File: src/sv/hsv_pkg.sv
// Shared types, constants and hue-wheel helpers for the HSV to RGB converter.
package hsv_pkg;

  localparam int unsigned HueW  = 11;
  localparam int unsigned ChanW = 8;
  localparam int unsigned PixW  = 16;

  typedef logic [HueW-1:0]  hue_t;
  typedef logic [ChanW-1:0] chan_t;
  typedef logic [PixW-1:0]  pix_t;
  typedef logic [2:0]       sector_t;

  localparam hue_t  HueWrap = 11'd1536;
  localparam chan_t Full    = 8'hFF;

  // Sector offsets that correspond to hue offsets of 1024 and 512.
  localparam sector_t GreenShift = 3'd4;
  localparam sector_t BlueShift  = 3'd2;
  localparam sector_t NumSectors = 3'd6;

  // Rotates a sector index around the six-sector wheel.
  function automatic sector_t sector_add(sector_t sec, sector_t shift);
    logic [3:0] sum;
    sum = {1'b0, sec} + {1'b0, shift};
    if (sum >= {1'b0, NumSectors}) begin
      sum = sum - {1'b0, NumSectors};
    end
    return sum[2:0];
  endfunction

  // Full-saturation, full-brightness level of one channel.
  function automatic chan_t bump_level(sector_t sec, chan_t lsb);
    chan_t lvl;
    case (sec)
      3'd0:    lvl = Full;
      3'd1:    lvl = Full - lsb;
      3'd2:    lvl = '0;
      3'd3:    lvl = '0;
      3'd4:    lvl = lsb;
      default: lvl = Full;
    endcase
    return lvl;
  endfunction

  function automatic pix_t pack_565(chan_t r, chan_t g, chan_t b);
    return {r[7:3], g[7:2], b[7:3]};
  endfunction

endpackage

File: src/sv/hsv_to_rgb_converter_top.sv
// Three-stage pipelined HSV to RGB888 and RGB565 converter.
// Items pass through three register stages: stage one, stage two and the output registers.
// Throughput: one item per clock while out_stall is low; the three 8x8 channel multipliers in
// stage two and the saturation-times-value multiplier in stage one set the stage depth.
// A stalled output holds its item, and in_stall rises only when every stage is full.
// Synchronous reset clears all valid bits; data registers are not reset.
module hsv_to_rgb_converter_top (
  input  logic           clk,
  input  logic           rst,
  input  logic           in_valid,
  output logic           in_stall,
  input  hsv_pkg::hue_t  hue,
  input  hsv_pkg::chan_t saturation,
  input  hsv_pkg::chan_t brightness,
  output logic           out_valid,
  input  logic           out_stall,
  output hsv_pkg::chan_t red,
  output hsv_pkg::chan_t green,
  output hsv_pkg::chan_t blue,
  output hsv_pkg::pix_t  pixel_565
);
  import hsv_pkg::*;

  logic v1, v2;
  logic en1, en2, en3;

  // Stage one: wheel position, bump levels and c = (s*v)>>8.
  chan_t bump_r1, bump_g1, bump_b1, c1, val1;
  // Stage two: scaled bumps and d = v - c.
  chan_t pr2, pg2, pb2, d2;

  hue_t    h_wrap;
  sector_t sec;
  logic [2*ChanW-1:0] sv_prod;
  logic [2*ChanW-1:0] r_prod, g_prod, b_prod;
  chan_t r3, g3, b3;

  assign en3 = !out_valid || !out_stall;
  assign en2 = !v2 || en3;
  assign en1 = !v1 || en2;
  assign in_stall = !en1;

  always_comb begin
    h_wrap = (hue >= HueWrap) ? hue - HueWrap : hue;
    sec = h_wrap[10:8];
    sv_prod = saturation * brightness;
  end

  always_ff @(posedge clk) begin
    if (rst) begin
      v1 <= 1'b0;
    end else if (en1) begin
      v1 <= in_valid;
    end
    if (en1 && in_valid) begin
      bump_r1 <= bump_level(sec, h_wrap[7:0]);
      bump_g1 <= bump_level(sector_add(sec, GreenShift), h_wrap[7:0]);
      bump_b1 <= bump_level(sector_add(sec, BlueShift), h_wrap[7:0]);
      c1      <= sv_prod[15:8];
      val1    <= brightness;
    end
  end

  always_comb begin
    r_prod = bump_r1 * c1;
    g_prod = bump_g1 * c1;
    b_prod = bump_b1 * c1;
  end

  always_ff @(posedge clk) begin
    if (rst) begin
      v2 <= 1'b0;
    end else if (en2) begin
      v2 <= v1;
    end
    if (en2 && v1) begin
      pr2 <= r_prod[15:8];
      pg2 <= g_prod[15:8];
      pb2 <= b_prod[15:8];
      d2  <= val1 - c1;
    end
  end

  // The scaled bump never exceeds c, so adding d stays within brightness.
  always_comb begin
    r3 = pr2 + d2;
    g3 = pg2 + d2;
    b3 = pb2 + d2;
  end

  always_ff @(posedge clk) begin
    if (rst) begin
      out_valid <= 1'b0;
    end else if (en3) begin
      out_valid <= v2;
    end
    if (en3 && v2) begin
      red       <= r3;
      green     <= g3;
      blue      <= b3;
      pixel_565 <= pack_565(r3, g3, b3);
    end
  end

endmodule

File: config.mk
export PLATFORM = sky130hd
export DESIGN_NAME = hsv_to_rgb_converter_top
export DESIGN_NICKNAME = d
export VERILOG_FILES = /design/src/sv/hsv_pkg.sv /design/src/sv/hsv_to_rgb_converter_top.sv
export SDC_FILE = /design/constraint.sdc
export NUM_CORES = 1
export LEC_CHECK = 0
export BUFFER_PORTS_ARGS = -buffer_cell sky130_fd_sc_hd__buf_2
export CORE_MARGIN = 5
export CORE_UTILIZATION = 40
export CTS_BUF_LIST = sky130_fd_sc_hd__clkbuf_16
export CTS_CLUSTER_DIAMETER = 40
export DETAILED_ROUTE_END_ITERATION = 10
export PLACE_DENSITY_LB_ADDON = 0.08
export SYNTH_ARGS = -nofsm -noshare
export SYNTH_HDL_FRONTEND = slang
export SYNTH_SLANG_ARGS = --single-unit
File: constraint.sdc
create_clock -name clk -period 9.2 [get_ports clk]
set_clock_uncertainty 0.15 [all_clocks]
set_input_delay 0.46 -clock clk [delete_from_list [all_inputs] [get_ports clk]]
set_output_delay 0.46 -clock clk [all_outputs]
set_load 0.02 [all_outputs]
### Yosys cells after proc, flatten, opt, wreduce, memory -nomap -nowiden

Index checks and enable logic that the tools add are counted.
Widths: inputs -> output; s select.

* bits in registers: 115
* input bits: 31
* output and inout bits: 42
* word-level logic and storage cells: 67

* $add $sub $neg: 10
* $mul: 4
* order comparisons: 3
* eq/ne operators: 12
* mux-type cells: 8
* reduce and logical (&&, ||, !) cells: 14

Operators by type and width (number)
* $pmux 8 s3: 3
* $mul 8x8->16: 4
* $add 8x8->8: 3
* $eq 3x2->1 const B: 6
* $mux 3: 4
* $ge 11x11->1 const B: 1
* $mux 11: 1
* $sub 11x11->11 const B: 1
* $eq 3x1->1 const B: 3
* $eq 3x3->1 const B: 3
* $ge 4x3->1 const B: 2
* $sub 8x8->8: 1
* $sub 8x8->8 const A: 1
* $reduce_or 2->1: 3
* $sub 3x3->3 const B: 2
* $logic_not 1->1: 5
* $add 3x2->4 const B: 1
* $add 3x3->4 const B: 1
* $logic_and 1x1->1: 3
* $logic_or 1x1->1: 3

### Longest topological paths before layout

Gate-level depths: netlist of the first run.

* word-level depth: 9
* depth in mapped cells: 18
* mapped depth without buffers: 17

### Worst setup path after synthesis of the first run

OpenSTA, ideal clock, no wires.

* path kind: register to register
* from: register c1[7]
* to: register pg2[7], data pin
* setup time: 260 ps
* data arrival time: 4586 ps
* setup slack: 4204 ps
* cell stages (with the launch flop): 18
* buffers on the path: 1
* clock period less this slack: 4996 ps
* path through: edfxtp_1 clkbuf_1 nand2_1 fa_1 fa_1 inv_1 fa_1 inv_1 fa_1 inv_1 ha_1 a2111oi_1 o21ai_1 a41oi_2 a21oi_2 a311oi_2 o21bai_1 xnor2_1

* word-level cells in the longest chain between the ends: 1

Ends and longest elaborated chain
* from (decl): RTL line hsv_to_rgb_converter_top.sv:28 `chan_t bump_r1, bump_g1, bump_b1, c1, val1;`
* from (signal assigned): RTL line hsv_to_rgb_converter_top.sv:59 `c1 <= sv_prod[15:8];`
* $mul 8x8->16: RTL line hsv_to_rgb_converter_top.sv:66 `g_prod = bump_g1 * c1;`
* named net g_prod[15]: RTL line hsv_to_rgb_converter_top.sv:35 `logic [2*ChanW-1:0] r_prod, g_prod, b_prod;`
* to (signal assigned): RTL line hsv_to_rgb_converter_top.sv:78 `pg2 <= g_prod[15:8];`
* to (decl): RTL line hsv_to_rgb_converter_top.sv:30 `chan_t pr2, pg2, pb2, d2;`

The timed path passes the listed nets, and every way through them passes these cells.
A chain may end at the register's enable or synchronous reset.

### Worst setup path in the final report of the first run

* from: register c1[3]
* to: register pg2[7], data pin

The elaborated chain is that of the path after synthesis.

==> results of run 1 <==
-- cell families after synthesis --
kind of cell             Yosys count  share of synthesized area [%]
flip-flops                        99                           24.4
adder cells (fa/ha/maj)          308                           40.8
buffers and inverters            231                           7.67
XOR/XNOR                          54                           3.91
AO/OA/AOI/OAI                    137                           7.61
AND/OR/NAND/NOR                  350                           15.6
-- cell usage after synthesis, types with 10 or more instances --
cell and n:
clkbuf_1 26, nand2_1 68, inv_1 188, xor2_1 12, edfxtp_1 96, o21ai_0 10
and2_1 194, o21a_1 10, a21oi_1 57, nor2_1 51, fa_1 144, ha_1 164
a21o_1 12, buf_4 16, o22a_1 15, xnor2_1 42
-- critical path, stage by stage, from the launching register on --
cell	delay (ns)
edfxtp_1	0.99
nand2_1	0.18
fa_1	0.52
fa_1	0.50
inv_1	0.06
fa_1	0.53
inv_1	0.06
fa_1	0.53
inv_1	0.04
ha_1	0.22
a2111oi_1	0.31
o21ai_1	0.25
a41oi_2	0.34
a21oi_2	0.13
a311oi_2	0.33
o21bai_1	0.11
xnor2_1	0.12
-- layout make-up --
cell class                      instances  area [sq um]  area share, %
Multi-Input combinational cell        849          8230           63.0
Sequential cell                        99          2940           22.5
Inverter                              189           709           5.43
Tap cell                              390           488           3.74
Timing Repair Buffer                   77           398           3.05
Clock buffer                            9           225           1.73
Clock inverter                          7          65.1          0.498
-- per-layer routing --
layer	track usage, %	share of wire, %	vias to the layer above
met5	0	0	-
met4	2.25	0.84	0
met2	23.6	43	108
met3	1.96	3.3	13
met1	23.4	53	3738
li1	-	-	3887
-- how the worst max path moves through the flow --
stage	from	to	slack, ns
after floorplan	c1[7]$_DFFE_PP_	pg2[7]$_DFFE_PP_	4.20
after global placement	c1[4]$_DFFE_PP_	pg2[7]$_DFFE_PP_	3.71
after detailed placement	c1[3]$_DFFE_PP_	pg2[7]$_DFFE_PP_	3.55
after CTS	c1[3]$_DFFE_PP_	pg2[7]$_DFFE_PP_	3.57
after global routing	c1[7]$_DFFE_PP_	pg2[7]$_DFFE_PP_	3.22
final	c1[3]$_DFFE_PP_	pg2[7]$_DFFE_PP_	3.57
-- through the flow --
stage	hold WS, ns	std cells	setup slack [ns]
2_1_floorplan	0.294	1179	4.20
3_3_place_gp	0.308	1604	3.71
3_5_place_dp	0.316	1604	3.55
4_1_cts	0.131	1620	3.57
5_1_grt	0.138	1620	3.22
6_report	0.143	1620	3.57
-- state kept, by name, indices dropped and copies added, names as in the netlist --
register / cells
bump_b1: 8
bump_g1: 8
bump_r1: 8
c1: 8
d2: 8
pb2: 8
pg2: 8
pr2: 8
red: 8
val1: 8
blue: 7
green: 7
pixel_565: 2
out_valid: 1
v1: 1
v2: 1
-- placed cells by master (no fill, tap or decap), drive strengths merged, types with 9 or more instances in the layout --
master	n
a21o	12
a21oi	60
and2	194
buf	77
clkbuf	9
edfxtp	96
fa	144
ha	164
inv	193
nand2	68
nor2	51
nor2b	9
o21a	10
o21ai	13
o22a	15
xnor2	42
xor2	12
==> out/qor.csv, run 1 <==
metric,value,unit
cts.sinks,99,
fmax,178,MHz
layout-drive-gt1-share,8.62,%
arrival,5.59,ns
dieHeight,184,microns
drv_slew,0,
grt_first_pass_wirelength,41.7,mm
hp-start,rst,
synth_edf_count,96,
post-route-period-util,61.2,%
via_per_inst,4.78,
ys_seq_area_share,24.4,%
netlist_top_cells_area,"fa_1, edfxtp_1, ha_1",
nNetsFinal,1564,
routedWlPerCell,15.2,microns
yosys_warnings,0,
ys_types,48,
r2r_slack,3.57,ns
place.gp.congestion,0.769,
grt_pass1_vias,7989,
drt_drc_violations_left,0,
postLayoutCellArea,13100,sq um
period_minus_slack,5.63,ns
core_area,29700,sq um
holdPathStages,2,
synth-seq-cells,99,
cts_resized,0,
critPathMaxFanout,25,
nFillCells,2924,
tightest_slew,0.977,ns
worstSetupPathType,register to register,
clk_latency,0.35,ns
max_cap_violations,0,
netlist.area_leader.share,23.9,%
status,completed,
grt_overflow,0,
syn_area,12100,sq um
placed_area,12800,sq um
numPortBuffers,72,
area_growth,8.05,%
ant_nets,0,
antenna_cells,0,
route.vias.total,7746,
hold_class,input pin to register,
end_kind,register,
yosysTopAreaCell,fa_1,
die_area,33800,sq um
fp-row-count,63,
avgSynthCellArea,10.2,sq um
post-route-util,43.9,%
synthArstFlopShare,0,%
start_util,40.7,%
cts_hold_buf,0,
drt_iter0_drc,315,
crit-reg2reg-launch,c1[3]$_DFFE_PP_,
finalSetupTns,0,ns
cts_htree_levels,3,
synth_flop_cell,edfxtp_1,
reg2reg_depth,16,
maxSlewHeadroom,34.9,%
setup_violations,0,
netlist_instances,1179,
postCtsSetupBuffers,0,
antenna_found_initial,0,
path_clk_slew,0.08,ns
grt_max_degree,41,
io_pins,73,
cp_data_required_time,9.16,ns
grtUsageTotal,15.2,%
cts-root-buf,clkbuf_16,
dr.pass1.iters,4,
cts_tree,built,
drt-total-wl,24.6,mm
syn_nets,1518,
startpoint_type,register,
r2r_end,pg2[7]$_DFFE_PP_,
finalHoldViolations,0,
clockBufferDepth,2,
rsz0062_at_grt,no,
die_w,184,microns
dp_hpwl,19.5,mm
hold_end,v1$_SDFFE_PP0N_,
numCtsBuffers,9,
Power of run 1 is not shown: default switching activity piles up to over one toggle a cycle in this logic, so the estimate is an artifact.
==> inputs of run 2 (changes only) <==
- clock period: 9.2 -> 4.95 ns (I/O delays scaled with it)
==> run 2 against run 1 <==
Against the previous run: worst setup slack lost 3.4 ns; fmax increased by 18%; hold slack worse by 0.13 ns; register-to-register slack lost 3.4 ns; non-clock buffer count is 77 higher; die area unchanged; global-route usage increased by 0.88 points; critical endpoint is now pr2[7]$_DFFE_PP_.
==> out/qor.csv, run 2 (same netlist as run 1, synthesis figures left out) <==
metric,value,unit,change
path_cells,"buf_6, and2_4, fa_1, fa_1, fa_1, inv_1, fa_1, inv_1, ha_4, a21o_1, a221o_1, a2111oi_4, o21bai_2, a21oi_2, xnor2_1",,
final_cells,1697,,+4.8%
numPortBuffers,72,,unchanged
worstSetupPathType,register to register,,
reg2reg_depth,15,,-1
drt-total-wl,26.1,mm,+6.3%
cpMostUsedCell,fa_1,,
hp-start,brightness[4],,
ant_nets,0,,unchanged
die_w,184,microns,unchanged
layout-drive-gt1-share,15.2,%,+6.6 points
cpPeakStageDelay,0.51,ns,-0.48 ns
status,completed,,
r2r_slack,0.17,ns,-3.40 ns
dieHeight,184,microns,unchanged
period_minus_slack,4.78,ns,-0.847 ns
area_growth,14.5,%,
fp-row-count,63,,unchanged
numCtsBuffers,9,,unchanged
die_area,33800,sq um,unchanged
grt_first_pass_wirelength,43.4,mm,+4.1%
cts_htree_levels,3,,unchanged
cts_tree,built,,
critPathMaxFanout,4,,-84%
start_util,40.7,%,unchanged
arrival,4.75,ns,-0.84 ns
holdPathStages,1,,-1
clockBufferDepth,2,,unchanged
end_kind,register,,
rsz0062_at_grt,yes,,
drt_drc_violations_left,0,,unchanged
antenna_found_initial,0,,unchanged
io_pins,73,,unchanged
route.vias.total,8043,,+3.8%
maxSlewHeadroom,53.5,%,+19 points
dp_hpwl,21.6,mm,+10%
path_clk_slew,0.08,ns,about the same
setup_violations,0,,unchanged
r2r_end,pr2[7]$_DFFE_PP_,,
hold_end,val1[4]$_DFFE_PP_,,
place.gp.congestion,0.794,,+3.2%
crit-reg2reg-launch,c1[7]$_DFFE_PP_,,
grt_pass1_vias,8251,,+3.3%
drv_slew,0,,unchanged
post-route-period-util,96.6,%,+35 points
grt_overflow,0,,unchanged
grtUsageTotal,16.1,%,+0.88 points
via_per_inst,4.74,,-0.88%
hold_class,input pin to register,,
finalHoldViolations,0,,unchanged
core_area,29700,sq um,unchanged
antenna_cells,0,,unchanged
cts-root-buf,clkbuf_16,,
grt_max_degree,41,,unchanged
dp.cells,1663,,+3.7%
clk_latency,0.37,ns,+0.02 ns
cp_data_required_time,4.92,ns,-4.24 ns
layout_commonest_cell,and2_1,,
startpoint_type,register,,
crit_slowest_cell,fa_1,,
drt_iter0_drc,297,,-5.7%
fmax,209,MHz,+18%
dr.pass1.iters,5,,+1
cts.sinks,99,,unchanged
tightest_slew,0.698,ns,-0.279 ns
nNetsFinal,1641,,+4.9%
max_cap_violations,0,,unchanged
final_cell_mix,"and2_1, inv_1, ha_1",,
routedWlPerCell,15.4,microns,+1.5%
-- run 2: changes by cell type in the layout (fill, tap and decap cells not counted), sizes merged --
cell and change:
buf +73, dlygate4sd3 +4, clkinv +1, inv -1
-- run 2: routing by layer --
layer / GRT usage (%) / vias up / wire [microns]
li1: - / 4046 / -
met1: 24.7 / 3845 / 13600
met2: 24.2 / 125 / 11200
met3: 2.02 / 27 / 935
met4: 3.93 / 0 / 437
met5: 0 / - / 0
-- run 2: area by class of cell --
type / count / area, sq um
clock buffer: 9 / 225
timing repair buffer: 154 / 1000
fill: 2842 / 15900
sequential: 99 / 2940
inverter: 189 / 709
clock inverter: 7 / 91.3
multi-input combinational: 849 / 8370
tap: 390 / 488
-- run 2: what timing repair did --
action                                 CTS  global route
endpoints found under the hold margin    4             0
hold buffers                             4             0
pin swaps                                3            27
gates resized for setup                  4            23
buffers inserted                         4            10
setup endpoints to repair                5            14
-- run 2: worst max-delay path by stage --
stage	slack [ns]	from	to	cells after the start
3_5_place_dp	-0.07	c1[2]$_DFFE_PP_	pb2[7]$_DFFE_PP_	16
2_1_floorplan	0.06	c1[4]$_DFFE_PP_	pg2[7]$_DFFE_PP_	16
5_1_grt	-0.02	c1[4]$_DFFE_PP_	pg2[7]$_DFFE_PP_	15
6_report	0.17	c1[7]$_DFFE_PP_	pr2[7]$_DFFE_PP_	15
4_1_cts	0.02	c1[3]$_DFFE_PP_	pr2[7]$_DFFE_PP_	16
3_3_place_gp	0.03	bump_r1[5]$_DFFE_PP_	pr2[7]$_DFFE_PP_	14
-- run 2: worst max-delay path, delay by kind of cell (launching register included) --
kind            cells  cell delay (ns)
compound gates      5             1.24
xor+xnor            1             0.08
flops               1             0.45
fa+ha+maj           5             2.19
simple gates        1             0.15
buf+inv             3             0.27
-- run 2: through the flow --
step / worst slack (ns) / setup TNS, ns / hold WS [ns] / cell area [sq um] / util, %
after floorplan: 0.0637 / 0 / 0.170 / 12100 / -
after global placement: 0.0269 / 0 / 0.293 / 13200 / 44.4
after detailed placement: -0.0745 / -0.112 / 0.292 / 13200 / 44.4
after CTS: 0.0180 / 0 / 0.00192 / 13600 / 45.8
after global routing: -0.0205 / -0.0341 / 0.00832 / 13800 / 46.5
final: 0.168 / 0 / 0.0149 / 13800 / 46.5
Power of run 2 is left out for the same reason.
==> inputs of run 3 (changes only) <==
- BUFFER_PORTS_ARGS: -buffer_cell sky130_fd_sc_hd__buf_2 -> -buffer_cell sky130_fd_sc_hd__buf_4
- CORE_ASPECT_RATIO: default -> 1.4
==> run 3 against run 2 <==
Against the previous run: hold slack improved by 0.067 ns; die area rose by 0.15%; design area rose by 3.5%; worst setup slack got worse by 0.064 ns; count of clock-buffer cells in the layout did not move; critical path type unchanged.
==> out/qor.csv, run 3 (same netlist as run 1, synthesis figures left out) <==
metric,value,unit,change
status,completed,,
final_cells,1706,,+0.53%
cts.sinks,99,,unchanged
r2r_end,pr2[4]$_DFFE_PP_,,
r2r_slack,0.10,ns,-0.06 ns
drt_drc_violations_left,0,,unchanged
layout-drive-gt1-share,17.3,%,+2.1 points
core_area,29900,sq um,+0.73%
crit-reg2reg-launch,bump_r1[4]$_DFFE_PP_,,
numCtsBuffers,9,,unchanged
clk_latency,0.38,ns,about the same
nFillCells,2845,,+0.11%
reg2reg_depth,16,,+1
layout_commonest_cell,and2_1,,
drv_slew,0,,unchanged
ant_nets,0,,unchanged
grt_max_degree,41,,unchanged
cp_data_required_time,4.92,ns,about the same
die_area,33800,sq um,+0.15%
place.gp.congestion,0.811,,+2.1%
io_pins,73,,unchanged
route.vias.total,8320,,+3.4%
fmax,206,MHz,-1.3%
clockBufferDepth,2,,unchanged
drt_iter0_drc,231,,-22%
numPortBuffers,72,,unchanged
dp.cells,1649,,-0.84%
arrival,4.81,ns,+0.06 ns
startpoint_type,register,,
critPathMaxFanout,8,,+4
worstSetupPathType,register to register,,
drt-total-wl,27.3,mm,+4.4%
path_clk_slew,0.08,ns,about the same
cts_tree,built,,
rsz0062_at_grt,yes,,
cts_htree_levels,3,,unchanged
hp-start,hue[7],,
fp-row-count,75,,+19%
setup_violations,0,,unchanged
max_cap_violations,0,,unchanged
grt_overflow,0,,unchanged
tightest_slew,0.588,ns,-0.110 ns
dieHeight,216,microns,+17%
die_w,157,microns,-15%
area_growth,18.5,%,
maxSlewHeadroom,60.8,%,+7.3 points
cts-root-buf,clkbuf_16,,
holdPathStages,2,,+1
start_util,40.4,%,-0.30 points
grt_first_pass_wirelength,43.1,mm,-0.70%
hold_class,input pin to register,,
end_kind,register,,
post-route-util,47.8,%,+1.3 points
grt_pass1_vias,8551,,+3.6%
grtUsageTotal,16.3,%,+0.17 points
routedWlPerCell,16.0,microns,+3.8%
final_cell_mix,"and2_1, inv_1, ha_1",,
antenna_cells,0,,unchanged
dp_hpwl,22.1,mm,+2.5%
finalHoldViolations,0,,unchanged
antenna_found_initial,0,,unchanged
post-route-period-util,97.9,%,+1.3 points
period_minus_slack,4.85,ns,+0.0644 ns
nNetsFinal,1655,,+0.85%
dr.pass1.iters,5,,unchanged
via_per_inst,4.88,,+2.9%
hold_end,bump_r1[7]$_DFFE_PP_,,
run 3: cell types whose count changed in the layout (fill, tap and decap cells not counted), sizes merged:
cell,previous run,this run
dlygate4sd3,4,6
dlymetal6s4s,0,5
clkinvlp,0,2
buf,150,156
clkinv,4,0
clkbuf,9,10
bufinv,0,2
run 3: critical path, stage by stage, from the launching register on:
cell and delay [ns]:
edfxtp_1 0.54, and2_1 0.25, fa_1 0.56, fa_1 0.43, fa_1 0.51, inv_1 0.05, fa_1 0.48, inv_1 0.04
ha_1 0.29, nand3_1 0.10, a21oi_1 0.05, a221o_1 0.37, buf_4 0.16, and2_4 0.15, o21a_1 0.21, nor2_2 0.15
xnor2_2 0.10
run 3: area by class of cell:
type / instances / area (sq um) / area share, %
clock buffers: 9 / 225 / 1.57
multi-input cells: 849 / 8500 / 59.3
flip-flops and latches: 99 / 2940 / 20.6
clock inverters: 7 / 101 / 0.708
repair buffers: 168 / 1360 / 9.51
inverters: 189 / 709 / 4.95
well taps: 385 / 482 / 3.36
run 3: worst max-delay path by stage:
stage	startpoint	endpoint	slack, ns	depth (start not counted)
2_1_floorplan	c1[4]$_DFFE_PP_	pg2[7]$_DFFE_PP_	0.06	16
3_3_place_gp	c1[3]$_DFFE_PP_	pr2[7]$_DFFE_PP_	-0.04	15
3_5_place_dp	c1[2]$_DFFE_PP_	pr2[7]$_DFFE_PP_	-0.08	16
4_1_cts	c1[2]$_DFFE_PP_	pr2[7]$_DFFE_PP_	0.01	16
5_1_grt	c1[7]$_DFFE_PP_	pg2[5]$_DFFE_PP_	-0.05	17
6_report	bump_r1[4]$_DFFE_PP_	pr2[4]$_DFFE_PP_	0.10	16
run 3: layer usage:
metal	vias to the layer above	GRT usage [%]	routed length, microns
met1	4101	20.1	11500
li1	4072	-	-
met4	0	4.52	561
met2	112	29.0	14400
met3	35	2.87	870
met5	-	0	0
run 3: repair_timing:
action                     CTS  global route
setup endpoints to repair    5            13
pin swaps                    4            39
buffers inserted             4            24
gates cloned                 0             2
hold buffers                11             0
hold endpoints to repair    11             0
resized for setup            5            68
run 3: stage by stage:
stage,hold slack (ns),worst slack [ns],TNS [ns],instance area (sq um)
2_1_floorplan,0.170,0.0637,0,12100
3_3_place_gp,0.278,-0.0422,-0.0422,13300
3_5_place_dp,0.278,-0.0764,-0.153,13300
4_1_cts,0.0497,0.0106,0,13800
5_1_grt,0.0739,-0.0498,-0.137,14300
6_report,0.0824,0.104,0,14300
Power of run 3 is left out for the same reason.
